**config.mk**
```make
export PLATFORM = sky130hd
export DESIGN_NAME = tts_mul
export DESIGN_NICKNAME = d
export VERILOG_FILES = /design/src/design/tts_pkg.sv /design/src/design/tts_mul.sv
export SDC_FILE = /design/constraint.sdc
export NUM_CORES = 2
export LEC_CHECK = 0
export BUFFER_PORTS_ARGS = -buffer_cell sky130_fd_sc_hd__buf_2
export CORE_ASPECT_RATIO = 1.1
export CORE_MARGIN = 5
export CORE_UTILIZATION = 45
export CTS_CLUSTER_DIAMETER = 100
export DETAILED_ROUTE_END_ITERATION = 10
export PLACE_DENSITY = 0.63
export SYNTH_ARGS = -nofsm -noshare
export SYNTH_HDL_FRONTEND = slang
export SYNTH_SLANG_ARGS = --single-unit
```
**constraint.sdc**
```tcl
create_clock -name i_clk -period 8.35 [get_ports i_clk]
set_clock_uncertainty 0.1 [all_clocks]
set_input_delay 0.835 -clock i_clk [delete_from_list [all_inputs] [get_ports i_clk]]
set_output_delay 0.835 -clock i_clk [all_outputs]
set_load 0.005 [all_outputs]
```
**src/design/tts_pkg.sv**
```systemverilog
// ----------------------------------------------------------------------------
// tts_pkg
// Shared types, defaults and saturation helpers for the tridiagonal solver.
// ----------------------------------------------------------------------------
package tts_pkg;

    localparam int MAX_ROWS_DEF  = 1024;
    localparam int FRAC_BITS_DEF = 16;

    typedef struct packed {
        logic               kind;
        logic signed [31:0] coef_sub;
        logic signed [31:0] coef_diag;
        logic signed [31:0] coef_super;
        logic signed [31:0] rhs;
        logic               last_row;
        logic        [9:0]  read_index;
    } t_in_item;

    typedef struct packed {
        logic signed [31:0] solution_value;
        logic        [9:0]  value_index;
        logic               solution_ready;
        logic               singular;
    } t_out_item;

    typedef struct packed {
        logic               start;
        logic signed [31:0] num;
        logic signed [31:0] den;
    } t_div_req;

    typedef struct packed {
        logic               done;
        logic signed [31:0] quo;
    } t_div_rsp;

    localparam logic signed [31:0] SAT_MAX = 32'sh7FFF_FFFF;
    localparam logic signed [31:0] SAT_MIN = 32'sh8000_0000;

    function automatic logic signed [31:0] sat33(input logic signed [32:0] v);
        logic signed [31:0] r;
        if (v[32] != v[31]) begin
            r = v[32] ? SAT_MIN : SAT_MAX;
        end else begin
            r = v[31:0];
        end
        return r;
    endfunction

    function automatic logic signed [31:0] sat_add(input logic signed [31:0] a,
                                                   input logic signed [31:0] b);
        logic signed [32:0] s;
        s = {a[31], a} + {b[31], b};
        return sat33(s);
    endfunction

    function automatic logic signed [31:0] sat_sub(input logic signed [31:0] a,
                                                   input logic signed [31:0] b);
        logic signed [32:0] s;
        s = {a[31], a} - {b[31], b};
        return sat33(s);
    endfunction

endpackage

```
**src/design/tts_mul.sv**
```systemverilog
// ----------------------------------------------------------------------------
// tts_mul
// Two-stage fixed-point multiplier: product, then round half up and saturate.
// ----------------------------------------------------------------------------
module tts_mul #(
    parameter int FRAC_BITS = tts_pkg::FRAC_BITS_DEF
) (
    input  logic               i_clk,
    input  logic signed [31:0] i_a,
    input  logic signed [31:0] i_b,
    output logic signed [31:0] o_res
);

    localparam logic signed [63:0] HALF = 64'sd1 <<< (FRAC_BITS - 1);

    logic signed [63:0] r_prod;
    logic signed [31:0] r_res;
    logic signed [63:0] rounded;
    logic signed [63:0] shifted;
    logic signed [31:0] n_res;

    always_comb begin
        rounded = r_prod + HALF;
        shifted = rounded >>> FRAC_BITS;
        if (shifted > 64'sh0000_0000_7FFF_FFFF) begin
            n_res = tts_pkg::SAT_MAX;
        end else if (shifted < -64'sh0000_0000_8000_0000) begin
            n_res = tts_pkg::SAT_MIN;
        end else begin
            n_res = shifted[31:0];
        end
    end

    always_ff @(posedge i_clk) begin
        r_prod <= 64'(i_a) * 64'(i_b);
        r_res  <= n_res;
    end

    assign o_res = r_res;

endmodule

```
==> impl_metrics.py <==
metrics = {
    "global_routing": {
        "overflow": 0,
        "grt_max_degree": 32,
        "grt_pass1_vias": 30900,
        "antenna_found_initial": 10,
        "track_usage": 0.221,
        "grt_pass1_wl_microns": 165000,
    },
    "worst_setup_path": {
        "reg2reg_to": "o_res[20]$_SDFF_PN1_",
        "critical_path_class": "input pin to flop",
        "r2r_cells": 10,
        "worstPathRequired_ns": 8.49,
        "arrival_ns": 8.12,
        "crit_start": "i_b[16]",
        "cp_max_fo": 15,
        "cp-end-kind": "flop",
        "ff2ff_setup_slack_ns": 4.63,
        "r2r_start": "r_prod[15]$_DFF_P_",
        "critPathLaunchType": "input pin",
    },
    "routing": {
        "drt_iter0_drc": 1290,
        "routed_via_density": 5.04,
        "drc": 0,
        "vias": 27100,
        "ant_nets": 0,
        "drt-total-wl_microns": 97500,
        "wl_per_cell_microns": 18.1,
        "first_pass_iters": 5,
    },
    "place": {
        "preCtsSetupSlack_ns": -0.189,
        "routabilityCongestion": 0.906,
        "place_area_sq_um": 41400,
        "io_buffers": 96,
        "hpwl_microns": 87900,
    },
    "die": {
        "core-area_sq_um": 86000,
        "die_w_microns": 290,
        "die_area_sq_um": 92100,
        "die_h_microns": 318,
        "ios": 97,
        "initial_utilization": 0.451,
        "fp-row-count": 113,
    },
    "clock_tree": {
        "hold_buffers": 0,
        "cts-root-buf": "clkbuf_16",
        "clock-sinks": 81,
        "cts_max_level": 3,
        "ctsLongestPathBuffers": 2,
        "postCtsSetupBuffers": 0,
        "clk_pin_slew_worst_paths_ns": 0.07,
        "insertion_delay_ns": 0.35,
        "cts_buffers": 9,
        "tritoncts": "done",
    },
    "synthesis": {
        "synth_top_area_cell": "fa_1",
        "synth_area_per_cell_sq_um": 9.41,
        "ys_seq_elements": 81,
        "yosysWarningCount": 0,
        "syn_inst": 4120,
        "synthTopCellsByArea": "fa_1, inv_1, and2_1",
        "ys.flop_type": "dfxtp_1",
        "seq_area_frac_synth": 0.0418,
        "synth_nets": 5447,
        "synthDistinctLibCells": 63,
        "syn_area_sq_um": 38800,
        "synth_edf_count": 0,
        "synth_top_cell_area_share": 0.558,
        "ys_async_sr_fraction": 0,
    },
    "run": {
        "maxCapViolations": 0,
    },
    "timing": {
        "finalHoldViolCount": 0,
        "hold_slack_ns": 0.503,
        "drv_slew": 0,
        "fin_crit_ns": 7.98,
        "finalSetupViolations": 0,
        "layout_setup_ws_ns": 0.373,
        "timing.fmax_mhz": 125,
        "period_share": 0.955,
        "timing.slew.headroom": 0.293,
        "tightest_slew_ns": 1.06,
        "rsz0062_at_grt": "false",
    },
    "cells_and_area": {
        "drive_gt1_frac": 0.0817,
        "fin_nets": 5544,
        "final_util": 0.486,
        "fillers": 8227,
        "final_cell_area_sq_um": 41800,
        "area.growth.synth_to_final_pct": 7.71,
    },
    "min_path": {
        "whs_path_depth": 2,
        "hold_path.class": "flop to flop",
        "hold_start": "r_prod[30]$_DFF_P_",
        "holdPathEnd": "o_res[14]$_SDFF_PN1_",
    },
    "outcome": {
        "status": "finished clean",
    },
}
-- cell families (layout without fill, tap and decap cells) --
logic type	Yosys count	in the layout	share of synthesized area
buffers and inverters	1201	1303	0.117
xor gates and xnor gates	95	95	0.0215
and+or+nand+nor	1262	1262	0.165
other	0	4	0
muxes	5	5	0.00136
adders and majority gates	1262	1262	0.617
DFF	81	81	0.0418
AOI/OAI and AO/OA	214	214	0.0365
-- placed cells by master (no fill, tap or decap), types with 43 or more instances in the layout --
cell / instances
fa_1: 1081
inv_1: 996
nand2_1: 555
and2_1: 503
buf_4: 188
ha_1: 181
buf_2: 95
dfxtp_1: 81
nor2_1: 66
xnor2_1: 59
a21oi_1: 57
o21ai_0: 43
-- Yosys cell counts (4+ instances only) --
cell / instances
nor3_1: 7
and3_1: 16
a21o_1: 27
nor2_1: 66
clkbuf_1: 198
fa_1: 1081
or3_1: 4
o211ai_1: 5
a21oi_1: 58
o21ai_0: 44
and4_1: 7
buf_6: 4
nand4_1: 21
ha_1: 181
a21boi_0: 4
o21ai_2: 20
nand2b_1: 22
and2_1: 503
nand2_1: 555
a31oi_1: 8
nand4b_1: 4
nand3_1: 29
inv_1: 997
nor2b_1: 9
xor2_1: 36
o21bai_1: 12
dfxtp_1: 81
a211oi_1: 11
xnor2_1: 59
-- critical path, stage by stage --
cell and delay [ns]:
buf_2 0.28, buf_4 0.25, nand2_1 0.09, fa_1 0.48, inv_1 0.05, fa_1 0.49, inv_1 0.05, fa_1 0.47
inv_1 0.05, fa_1 0.51, fa_1 0.65, fa_1 0.45, fa_1 0.56, fa_1 0.44, ha_1 0.33, a21oi_1 0.21
o21ai_0 0.13, a221oi_1 0.31, o211ai_1 0.27, a21oi_1 0.20, buf_4 0.13, a21oi_1 0.09, a2111oi_1 0.38, buf_4 0.18
o21bai_1 0.08, xor2_1 0.14
-- per-layer routing --
| metal | routed length (microns) | track usage | vias up |
|---|---|---|---|
| met3 | 4080 | 0.0246 | 167 |
| met2 | 53300 | 0.425 | 626 |
| met5 | 27 | 0 | - |
| met1 | 37000 | 0.264 | 14300 |
| li1 | - | - | 12000 |
| met4 | 3020 | 0.0561 | 4 |
-- metrics by stage --
| step | std cells | TNS, ns |
|---|---|---|
| 2_1_floorplan | 4120 | 0 |
| 3_3_place_gp | 5356 | -0.611 |
| 3_5_place_dp | 5356 | -1.27 |
| 4_1_cts | 5372 | 0 |
| 5_1_grt | 5372 | 0 |
| 6_report | 5376 | 0 |
-- layout make-up --
| cell class | instances | area (sq um) | area share |
|---|---|---|---|
| clock buffers | 9 | 225 | 0.00539 |
| clock inverters | 7 | 83.8 | 0.00201 |
| multi-input cells | 2838 | 32600 | 0.781 |
| well taps | 1150 | 1440 | 0.0345 |
| flip-flops and latches | 81 | 1620 | 0.0388 |
| inverters | 997 | 3750 | 0.0897 |
| diodes | 4 | 10.0 | 0.000240 |
| repair buffers | 290 | 2010 | 0.0482 |
-- repair_timing --
item / in CTS / in global routing
resized for setup: 0 / 5
hold endpoints to repair: 0 / 0
endpoints found under the setup margin: 0 / 13
-- how the worst max path moves through the flow --
stage,to,slack [ns],cells past startpoint
floorplan,r_prod[62]$_DFF_P_,0.04,25
detailed placement,r_prod[48]$_DFF_P_,-0.19,28
finish,r_prod[62]$_DFF_P_,0.37,26
CTS,r_prod[48]$_DFF_P_,0.15,28
global placement,r_prod[62]$_DFF_P_,-0.14,27
global route,r_prod[61]$_DFF_P_,0.02,28
-- state kept, by name (all words and copies together), names as in the netlist --
name / cells
o_res: 32
r_prod: 49
Power is left out: the tool's default activity adds up to more than one toggle a clock period on the data nets, which glitch-free logic cannot reach.
