### src/design/tts_pkg.sv
// ----------------------------------------------------------------------------
// tts_pkg
// Shared types, defaults and saturation helpers for the tridiagonal solver.
// ----------------------------------------------------------------------------
package tts_pkg;

    localparam int MAX_ROWS_DEF  = 1024;
    localparam int FRAC_BITS_DEF = 16;

    typedef struct packed {
        logic               kind;
        logic signed [31:0] coef_sub;
        logic signed [31:0] coef_diag;
        logic signed [31:0] coef_super;
        logic signed [31:0] rhs;
        logic               last_row;
        logic        [9:0]  read_index;
    } t_in_item;

    typedef struct packed {
        logic signed [31:0] solution_value;
        logic        [9:0]  value_index;
        logic               solution_ready;
        logic               singular;
    } t_out_item;

    typedef struct packed {
        logic               start;
        logic signed [31:0] num;
        logic signed [31:0] den;
    } t_div_req;

    typedef struct packed {
        logic               done;
        logic signed [31:0] quo;
    } t_div_rsp;

    localparam logic signed [31:0] SAT_MAX = 32'sh7FFF_FFFF;
    localparam logic signed [31:0] SAT_MIN = 32'sh8000_0000;

    function automatic logic signed [31:0] sat33(input logic signed [32:0] v);
        logic signed [31:0] r;
        if (v[32] != v[31]) begin
            r = v[32] ? SAT_MIN : SAT_MAX;
        end else begin
            r = v[31:0];
        end
        return r;
    endfunction

    function automatic logic signed [31:0] sat_add(input logic signed [31:0] a,
                                                   input logic signed [31:0] b);
        logic signed [32:0] s;
        s = {a[31], a} + {b[31], b};
        return sat33(s);
    endfunction

    function automatic logic signed [31:0] sat_sub(input logic signed [31:0] a,
                                                   input logic signed [31:0] b);
        logic signed [32:0] s;
        s = {a[31], a} - {b[31], b};
        return sat33(s);
    endfunction

endpackage

### src/design/tts_div.sv
// ----------------------------------------------------------------------------
// tts_div
// Radix-2 restoring divider: (num << FRAC_BITS) / den, truncated, saturated.
// ----------------------------------------------------------------------------
module tts_div #(
    parameter int FRAC_BITS = tts_pkg::FRAC_BITS_DEF
) (
    input  logic              i_clk,
    input  logic              i_rst_n,
    input  tts_pkg::t_div_req i_req,
    output tts_pkg::t_div_rsp o_rsp
);

    localparam int NW = 32 + FRAC_BITS;

    logic [32:0]        num_s, den_s, num_m, den_m;
    logic [NW-1:0]      num_sh;
    logic [FRAC_BITS-1:0] hi;
    logic               ovf;
    logic [32:0]        rs;
    logic               ge;
    logic [31:0]        qn;
    logic signed [31:0] fin;

    logic               r_busy, r_done, r_neg;
    logic [4:0]         r_cnt;
    logic [31:0]        r_rem, r_lo, r_q, r_dm;
    logic signed [31:0] r_quo;

    always_comb begin
        num_s  = {i_req.num[31], i_req.num};
        den_s  = {i_req.den[31], i_req.den};
        num_m  = i_req.num[31] ? (~num_s + 33'd1) : num_s;
        den_m  = i_req.den[31] ? (~den_s + 33'd1) : den_s;
        num_sh = {num_m[31:0], {FRAC_BITS{1'b0}}};
        hi     = num_sh[NW-1:32];
        ovf    = {{(33 - FRAC_BITS){1'b0}}, hi} >= {1'b0, den_m[31:0]};
        rs     = {r_rem, r_lo[31]};
        ge     = rs >= {1'b0, r_dm};
        qn     = {r_q[30:0], ge};
        if (r_neg) begin
            fin = (qn > 32'h8000_0000) ? tts_pkg::SAT_MIN : $signed(~qn + 32'd1);
        end else begin
            fin = qn[31] ? tts_pkg::SAT_MAX : $signed(qn);
        end
    end

    always_ff @(posedge i_clk) begin
        if (!i_rst_n) begin
            r_busy <= 1'b0;
            r_done <= 1'b0;
        end else begin
            r_done <= 1'b0;
            if (r_busy) begin
                r_cnt <= r_cnt + 5'd1;
                if (r_cnt == 5'd31) begin
                    r_busy <= 1'b0;
                    r_done <= 1'b1;
                end
            end else if (i_req.start) begin
                if (den_m[31:0] == 32'd0 || ovf) begin
                    r_done <= 1'b1;
                end else begin
                    r_busy <= 1'b1;
                    r_cnt  <= 5'd0;
                end
            end
        end
    end

    always_ff @(posedge i_clk) begin
        if (r_busy) begin
            r_rem <= ge ? 32'(rs - {1'b0, r_dm}) : rs[31:0];
            r_lo  <= {r_lo[30:0], 1'b0};
            r_q   <= qn;
            if (r_cnt == 5'd31) begin
                r_quo <= fin;
            end
        end else if (i_req.start) begin
            r_neg <= i_req.num[31] ^ i_req.den[31];
            r_dm  <= den_m[31:0];
            r_rem <= 32'(hi);
            r_lo  <= num_sh[31:0];
            r_q   <= 32'd0;
            if (den_m[31:0] == 32'd0) begin
                r_quo <= 32'sd0;
            end else if (ovf) begin
                r_quo <= (i_req.num[31] ^ i_req.den[31]) ? tts_pkg::SAT_MIN
                                                          : tts_pkg::SAT_MAX;
            end
        end
    end

    assign o_rsp.done = r_done;
    assign o_rsp.quo  = r_quo;

endmodule

### config.mk
export PLATFORM = sky130hd
export DESIGN_NAME = tts_div
export DESIGN_NICKNAME = d
export VERILOG_FILES = /design/src/design/tts_pkg.sv /design/src/design/tts_div.sv
export SDC_FILE = /design/constraint.sdc
export NUM_CORES = 1
export LEC_CHECK = 0
export ABC_AREA = 0
export BUFFER_PORTS_ARGS = -buffer_cell sky130_fd_sc_hd__buf_4
export CAP_MARGIN = 10
export CORE_UTILIZATION = 66
export CTS_CLUSTER_SIZE = 12
export DETAILED_ROUTE_END_ITERATION = 16
export GPL_TIMING_DRIVEN = 1
export PLACE_DENSITY = 0.9
export SLEW_MARGIN = 40
export SYNTH_ARGS = -nofsm -noshare
export SYNTH_HDL_FRONTEND = slang
export SYNTH_SLANG_ARGS = --single-unit
### constraint.sdc
create_clock -name i_clk -period 18.9 [get_ports i_clk]
set_clock_uncertainty 0.15 [all_clocks]
set_input_delay 0.945 -clock i_clk [delete_from_list [all_inputs] [get_ports i_clk]]
set_output_delay 0.945 -clock i_clk [all_outputs]
set_load 0.1 [all_outputs]
==> results of run 1 <==
path summary, 6_finish.rpt:
kind,to,depth (start not counted),slack (ps),start
worst max-delay path,r_done,19,13290,i_req[41]
worst min-delay path,r_lo[21],2,380,r_lo[20]
worst max register to register,r_quo[15],18,13870,r_dm[1]
worst min register to register,r_lo[21],2,380,r_lo[20]
power by group:
group | internal [mW] | switching, mW | leakage (nW)
registers | 0.422 | 0.0289 | 1.50
clock network | 0.193 | 0.133 | 0.275
logic | 0.147 | 0.228 | 2.99
total | 0.762 | 0.391 | 4.76
per-layer routing:
| layer | global-route usage, % | part of all wire, % |
|---|---|---|
| met4 | 14.3 | 3.1 |
| met5 | 0 | 0 |
| met1 | 41.3 | 42 |
| met2 | 50.8 | 47 |
| met3 | 6.56 | 7.7 |
sequential cells by signal (all words and copies together), names as in the netlist:
register and flops:
r_done 1, r_quo 32, r_q 31, r_busy 1, r_lo 16, r_cnt 5
r_neg 1, r_rem 32, r_dm 32
worst max-delay path, stage by stage:
cell,delay (ps)
buf_4,130
or4_1,580
or3_1,390
or3_1,410
nand2b_1,220
or3_1,420
o31ai_1,280
xnor2_1,200
ha_1,290
a21o_1,190
a21o_1,170
a21o_1,180
nor4_1,210
o21a_1,180
o31ai_1,110
o211ai_1,320
o21ai_2,100
buf_4,260
and2_1,210
placed cells by master, fill, tap and decap left out, types with 17 or more instances in the layout:
master	count
a21o_1	26
a21oi_1	50
a31oi_1	23
and2_1	28
buf_4	108
clkbuf_16	17
edfxtp_1	149
ha_1	53
inv_1	67
nand2_1	100
nand2b_1	22
nor2_1	66
nor3_1	29
nor4_1	18
o21ai_0	94
o31ai_1	24
or3_1	28
xnor2_1	51
xor2_1	39
cell families (layout without fill, tap and decap cells):
group	count (synthesis)	count (layout)	share of synthesized area (%)
adders and majority gates	54	54	6.41
DFF	151	151	42.3
xor gates and xnor gates	90	90	7.39
buffers and inverters	123	207	4.69
AOI/OAI and AO/OA	318	318	19.8
and+or+nand+nor	380	380	18.7
muxes	7	7	0.669
layout make-up:
type                            instances  area [µm²]
Timing Repair Buffer                  108         811
Inverter                               68         255
Clock inverter                         12         130
Sequential cell                       151        4520
Fill cell                            1049        3740
Multi-Input combinational cell        849        5670
Clock buffer                           19         433
Tap cell                              216         270
==> key figures, run 1 <==
Outcome
  – Status: completed

Timing
  – Hold slack final: 380 ps
  – Min Tclk post-route: 5610 ps
  – Worst slew pin tran: 835 ps
  – Final worst slack: 13290 ps
  – Final Hold Fails: 0
  – Setup violators final: 0
  – Unrepaired setup endpoints after global routing: no
  – Slew HR: 43.8%
  – Count of pins over their slew limit: 0
  – Fin crit share: 29.7%
  – Max Clock Freq: 0.178 GHz
  – Setup TNS: 0 ps

Global route
  – Global-route wire length before repair: 41000 µm
  – Total track usage: between 30% and 40%
  – Largest net degree at the start of global routing: 70
  – Vias in the first global route: 8409
  – Antenna violations before repair: 0
  – GRT Residual Overflow: 0

Drt
  – Post-DRT Antenna Nets: 0
  – Post-Route WL: 25500 µm
  – DR WL/cell: 17.9 µm
  – Vias: 9206
  – Drt drc: 0
  – Drt first-iter violations: between 800 and 900
  – DR pass1 iterations: 6
  – Vias per cell: 6.47

Critical path
  – CP Max Fanout: 33
  – CP Class: in -> reg
  – Worst Path Required: 19080 ps
  – CP arrival: 5790 ps
  – Critical Path Start Type: input pin
  – Endpoint type of the worst setup path: flip-flop

Power
  – PD cells: 95.3 nW/µm²
  – Total Power: 1.15 mW
  – VDD IR-drop max: 0.0732 mV
  – Leak: between 4 and 5 nW

Clock network
  – TritonCTS clock tree: done
  – Total CTS buffers: 17
  – H-tree levels: 4
  – CTS Buffer Depth: 2
  – CTS clock-pin slew for the worst setup and hold paths: 60 ps
  – Resized Gates After CTS: 0
  – Root buf cell: clkbuf_16
  – Clk_lat worst skew: 440 ps
  – Clock tree sinks: 151
  – # hold bufs at CTS: 0
  – Setup bufs post-CTS: 0

Synth
  – Yosys reg bits: 151
  – Largest area contributor in the netlist: edfxtp_1
  – Post-synth top area share: 42.0%
  – Synth unique cells: 73
  – Synthesis Warnings: 0
  – Synth Cell Area: about 11000 µm²
  – Commonest cells post-synth: 149 x edfxtp_1, 100 x nand2_1, 96 x o21ai_0
  – Cells after synthesis: 1123
  – Post-Synthesis Net Count: 1244
  – Most used flip-flop cell after synthesis: edfxtp_1
  – EDFF count, synth: around 150
  – Share of the yosys chip area belonging to registers: 42.3%
  – Most common cell in the netlist: edfxtp_1
  – Async SR Flop Fraction: 0%
  – Top post-synthesis cells by area: edfxtp_1 42%, ha_1 6.2%, o21ai_0 4.5%, xnor2_1 4.2%, nand2_1 3.5%
  – Synthesized area per cell: 9.49 µm²

Min path
  – Worst Hold Class: reg -> reg

Placement
  – PortBufs: 99
  – Dpl cell area: 11500 µm²
  – HPWL Detailed: between 15000 and 20000 µm
  – Post-placement cell count: ~1400
  – Post-Place Worst Slack: approximately 13000 ps
  – Final GP Congestion: around 0.94

Die
  – Die height: 129 µm
  – Die area: 16700 µm²
  – Chip width: roughly 130 µm
  – Initial core utilization: between 60% and 70%
  – Row cnt: 46
  – I/O pin cnt: 100
  – Area of the core: 15800 µm²

Final layout
  – Final Util: 76.4%
  – Antenna Cells: 0
  – Final instance area: 12100 µm²
  – Share of cells above drive strength 1: 14.0%
  – NumNets Final: between 1000 and 1500
  – Non-Filler Instances: 1423
  – Area grow syn2layout: 13.4%

Flow run
  – Max-Cap Viols: 0
(Power assumes the default switching activity.)
==> run 2: changes to the inputs <==
--- a/config.mk
+++ b/config.mk
@@ -5,14 +5,14 @@
 export SDC_FILE = /design/constraint.sdc
 export NUM_CORES = 1
 export LEC_CHECK = 0
-export ABC_AREA = 0
+export ABC_AREA = 1
 export BUFFER_PORTS_ARGS = -buffer_cell sky130_fd_sc_hd__buf_4
 export CAP_MARGIN = 10
-export CORE_UTILIZATION = 66
+export CORE_UTILIZATION = 56
 export CTS_CLUSTER_SIZE = 12
 export DETAILED_ROUTE_END_ITERATION = 16
 export GPL_TIMING_DRIVEN = 1
-export PLACE_DENSITY = 0.9
+export PLACE_DENSITY = 0.82
 export SLEW_MARGIN = 40
 export SYNTH_ARGS = -nofsm -noshare
 export SYNTH_HDL_FRONTEND = slang
==> constraint.sdc (replaced) <==
create_clock -name i_clk -period 4.5 [get_ports i_clk]
set_clock_uncertainty 0.15 [all_clocks]
set_input_delay 0.225 -clock i_clk [delete_from_list [all_inputs] [get_ports i_clk]]
set_output_delay 0.225 -clock i_clk [all_outputs]
set_load 0.1 [all_outputs]
==> key figures, run 2 <==
Synth
  – Commonest cells post-synth: 468 x nand2_1, 226 x inv_1, 184 x nor2_1
  – Largest area contributor in the netlist: edfxtp_1
  – Top post-synthesis cells by area: edfxtp_1 38%, nand2_1 15%, inv_1 7.3%, nor2_1 5.9%, ha_1 5.7%
  – Async SR Flop Fraction: 0% (unchanged)
  – Synth unique cells: 53 (-27%)
  – Most common cell in the netlist: nand2_1
  – Largest family of logic cells by synthesized area: simple AND/OR/NAND/NOR gates
  – Post-synth top area share: 38.5% (-3.5 points)
  – Yosys reg bits: 151 (unchanged)
  – Mux cell area share after synthesis: 0% (-0.67 points)
  – Share of the yosys chip area belonging to registers: 38.8% (-3.5 points)
  – Synthesized area per cell: 7.25 µm² (-24%)
  – XOR/XNOR Fraction of Synth Area: 4.82% (-2.6 points)
  – Compound-Gate Fraction of Synth Area: 10.7% (-9.1 points)
  – EDFF count, synth: 149 (unchanged)
  – Post-Synth Adder-Cell Area: 5.87% (-0.54 points)
  – Most used flip-flop cell after synthesis: edfxtp_1
  – Simple logic cell fraction of the synthesized area: 30.4% (+12 points)
  – Post-Synthesis Net Count: 1725 (+39%)
  – Synth Cell Area: 11600 µm² (+9.1%)
  – Synthesis Warnings: 0 (unchanged)
  – Cells after synthesis: 1604 (+43%)

Critical path
  – CP startpoint: i_req[32]
  – Endpoint type of the worst setup path: flip-flop
  – RR Startpoint: r_rem[7]
  – CP Class: in -> reg
  – Worst Path Required: 4440 ps (-14640 ps)
  – CP arrival: 4010 ps (-1780 ps)
  – CP Max Fanout: 32 (-3.0%)
  – Critical Path Start Type: input pin

Drt
  – Vias: 10783 (+17%)
  – Drt drc: 0 (unchanged)
  – Post-DRT Antenna Nets: 0 (unchanged)
  – Vias per cell: 5.42 (-16%)
  – Drt first-iter violations: 816 (-6.0%)
  – DR WL/cell: 14.4 µm (-20%)
  – DR pass1 iterations: 5 (-1)
  – Post-Route WL: 28600 µm (+12%)

Global route
  – GRT Residual Overflow: 0 (unchanged)
  – Global-route wire length before repair: 47600 µm (+16%)
  – Vias in the first global route: 10063 (+20%)
  – Total track usage: 27.4% (-4.2 points)
  – Largest net degree at the start of global routing: 63 (-10%)
  – Antenna violations before repair: 0 (unchanged)

Clock network
  – CTS clock-pin slew for the worst setup and hold paths: 70 ps (about the same)
  – Clk_lat worst skew: 440 ps (about the same)
  – Total CTS buffers: 17 (unchanged)
  – Root buf cell: clkbuf_16
  – Setup bufs post-CTS: 0 (unchanged)
  – Clock tree sinks: 151 (unchanged)
  – TritonCTS clock tree: done
  – H-tree levels: 4 (unchanged)
  – CTS Buffer Depth: 2 (unchanged)

Die
  – I/O pin cnt: 100 (unchanged)
  – Die area: 21400 µm² (+28%)
  – Area of the core: 20300 µm² (+28%)
  – Die height: 146 µm (+13%)
  – Initial core utilization: 57.3% (-10 points)
  – Chip width: 146 µm (+13%)
  – Row cnt: 52 (+13%)

Min path
  – Worst Hold Class: in -> reg
  – Hold path start: i_req[33]

Timing
  – Count of pins over their slew limit: 0 (unchanged)
  – Slew HR: 49.3% (+5.5 points)
  – Max Clock Freq: 0.246 GHz
  – Final Hold Fails: 0 (unchanged)
  – Worst slew pin tran: 760 ps (-75.2 ps)
  – Min Tclk post-route: slightly above 4000 ps
  – Setup TNS: 0 ps (unchanged)
  – Fin crit share: 90.5%
  – Setup violators final: 0 (unchanged)
  – Unrepaired setup endpoints after global routing: no
  – Hold slack final: 16.0 ps (-364 ps)

Flow run
  – Max-Cap Viols: 0 (unchanged)

Placement
  – PortBufs: 99 (unchanged)
  – HPWL Detailed: 21500 µm (+22%)
  – Final GP Congestion: 0.923 (-2.0%)

Final layout
  – Filler Cell Count: 1775 (+69%)
  – NumNets Final: 1828 (+39%)
  – Antenna Cells: 0 (unchanged)
  – Area grow syn2layout: 15.6%
  – Most common cell after layout, fill and taps aside: nand2_1
  – Largest regs: r_dm: 32 flops, r_quo: 32 flops, r_rem: 32 flops
  – Share of cells above drive strength 1: 10.6% (-3.4 points)
  – Most frequent cells in the layout: 468 x nand2_1, 225 x inv_1, 182 x nor2_1

Power
  – PD cells: 352 nW/µm² (+270%)
  – VDD IR-drop max: 0.270 mV (+270%)
  – Leak: 6.43 nW (+35%)

Outcome
  – Status: completed
-- run 2: cell count changes after synthesis, moves of 21 or more --
| cell | change |
|---|---|
| nand2_1 | +368 |
| inv_1 | +159 |
| nor2_1 | +118 |
| nand3_1 | +69 |
| or3_1 | -28 |
| and2_1 | -27 |
| xnor2_1 | -26 |
| a21oi_1 | +25 |
| a31oi_1 | -21 |
| nand2b_1 | -21 |
| o31ai_1 | -21 |
-- run 2: repair_timing --
action | 4_1_cts | 5_1_grt
gates resized for setup | 0 | 1
hold buffers | 18 | 0
hold endpoints to repair | 18 | 0
setup endpoints to repair | 0 | 2
-- run 2: path summary, 6_finish.rpt --
kind	end	slack (ps)	cells past startpoint
max	r_quo[2]	430	22
max reg2reg	r_quo[26]	430	24
min reg2reg	r_lo[27]	380	2
min	r_lo[17]	20	3
-- run 2: worst max-delay path, stage by stage --
cell           delay (ps)
dlygate4sd3_1         540
buf_4                 130
inv_1                  90
ha_1                  210
nand4_1               130
inv_1                  80
nand2_1               100
inv_1                 120
nand3_1               150
o21ai_0               360
o21ai_0               180
xor2_1                200
ha_1                  310
inv_1                  50
nor3_1                180
nand2_1                80
nand2_1                50
a21oi_1                50
nand2_1               110
nand4_1               190
nand2_1               120
buf_4                 350
-- run 2: cell type report --
| class | instances | area [µm²] | area share (%) |
|---|---|---|---|
| tap | 270 | 338 | 2.51 |
| multi-input combinational | 1176 | 6030 | 44.9 |
| sequential | 151 | 4520 | 33.6 |
| inverter | 234 | 880 | 6.54 |
| clock inverter | 15 | 211 | 1.57 |
| clock buffer | 17 | 425 | 3.16 |
| timing repair buffer | 127 | 1040 | 7.73 |
-- run 2: power by group --
group          switching (mW)  internal [mW]
Clock                   0.659          0.853
Combinational           0.903          0.508
Sequential             0.0922           1.71
Total                    1.65           3.07
-- run 2: stage by stage --
step	worst slack [ps]	cells	power (mW)	instance area [µm²]	util (%)
5_1_grt	49.3	1990	4.98	13400	66.2
2_1_floorplan	853	1604	2.83	11600	-
4_1_cts	458	1989	4.73	13400	66.2
3_5_place_dp	474	1939	3.20	12600	62.1
3_3_place_gp	529	1937	3.16	12600	61.9
6_report	428	1990	4.73	13400	66.2
-- run 2: per-layer routing --
metal | global-route usage [%] | up-vias | routed length (µm)
met5 | 0 | - | 0
li1 | - | 5453 | -
met3 | 3.66 | 53 | 1580
met1 | 35.8 | 4891 | 12600
met2 | 46.2 | 386 | 13700
met4 | 10.5 | 0 | 703
-- run 2: logic make-up after synthesis --
group,Yosys count
AND/OR/NAND/NOR,833
XOR/XNOR,64
flip-flops,151
buffers and inverters,277
AO/OA/AOI/OAI,225
adder cells (fa/ha/maj),54
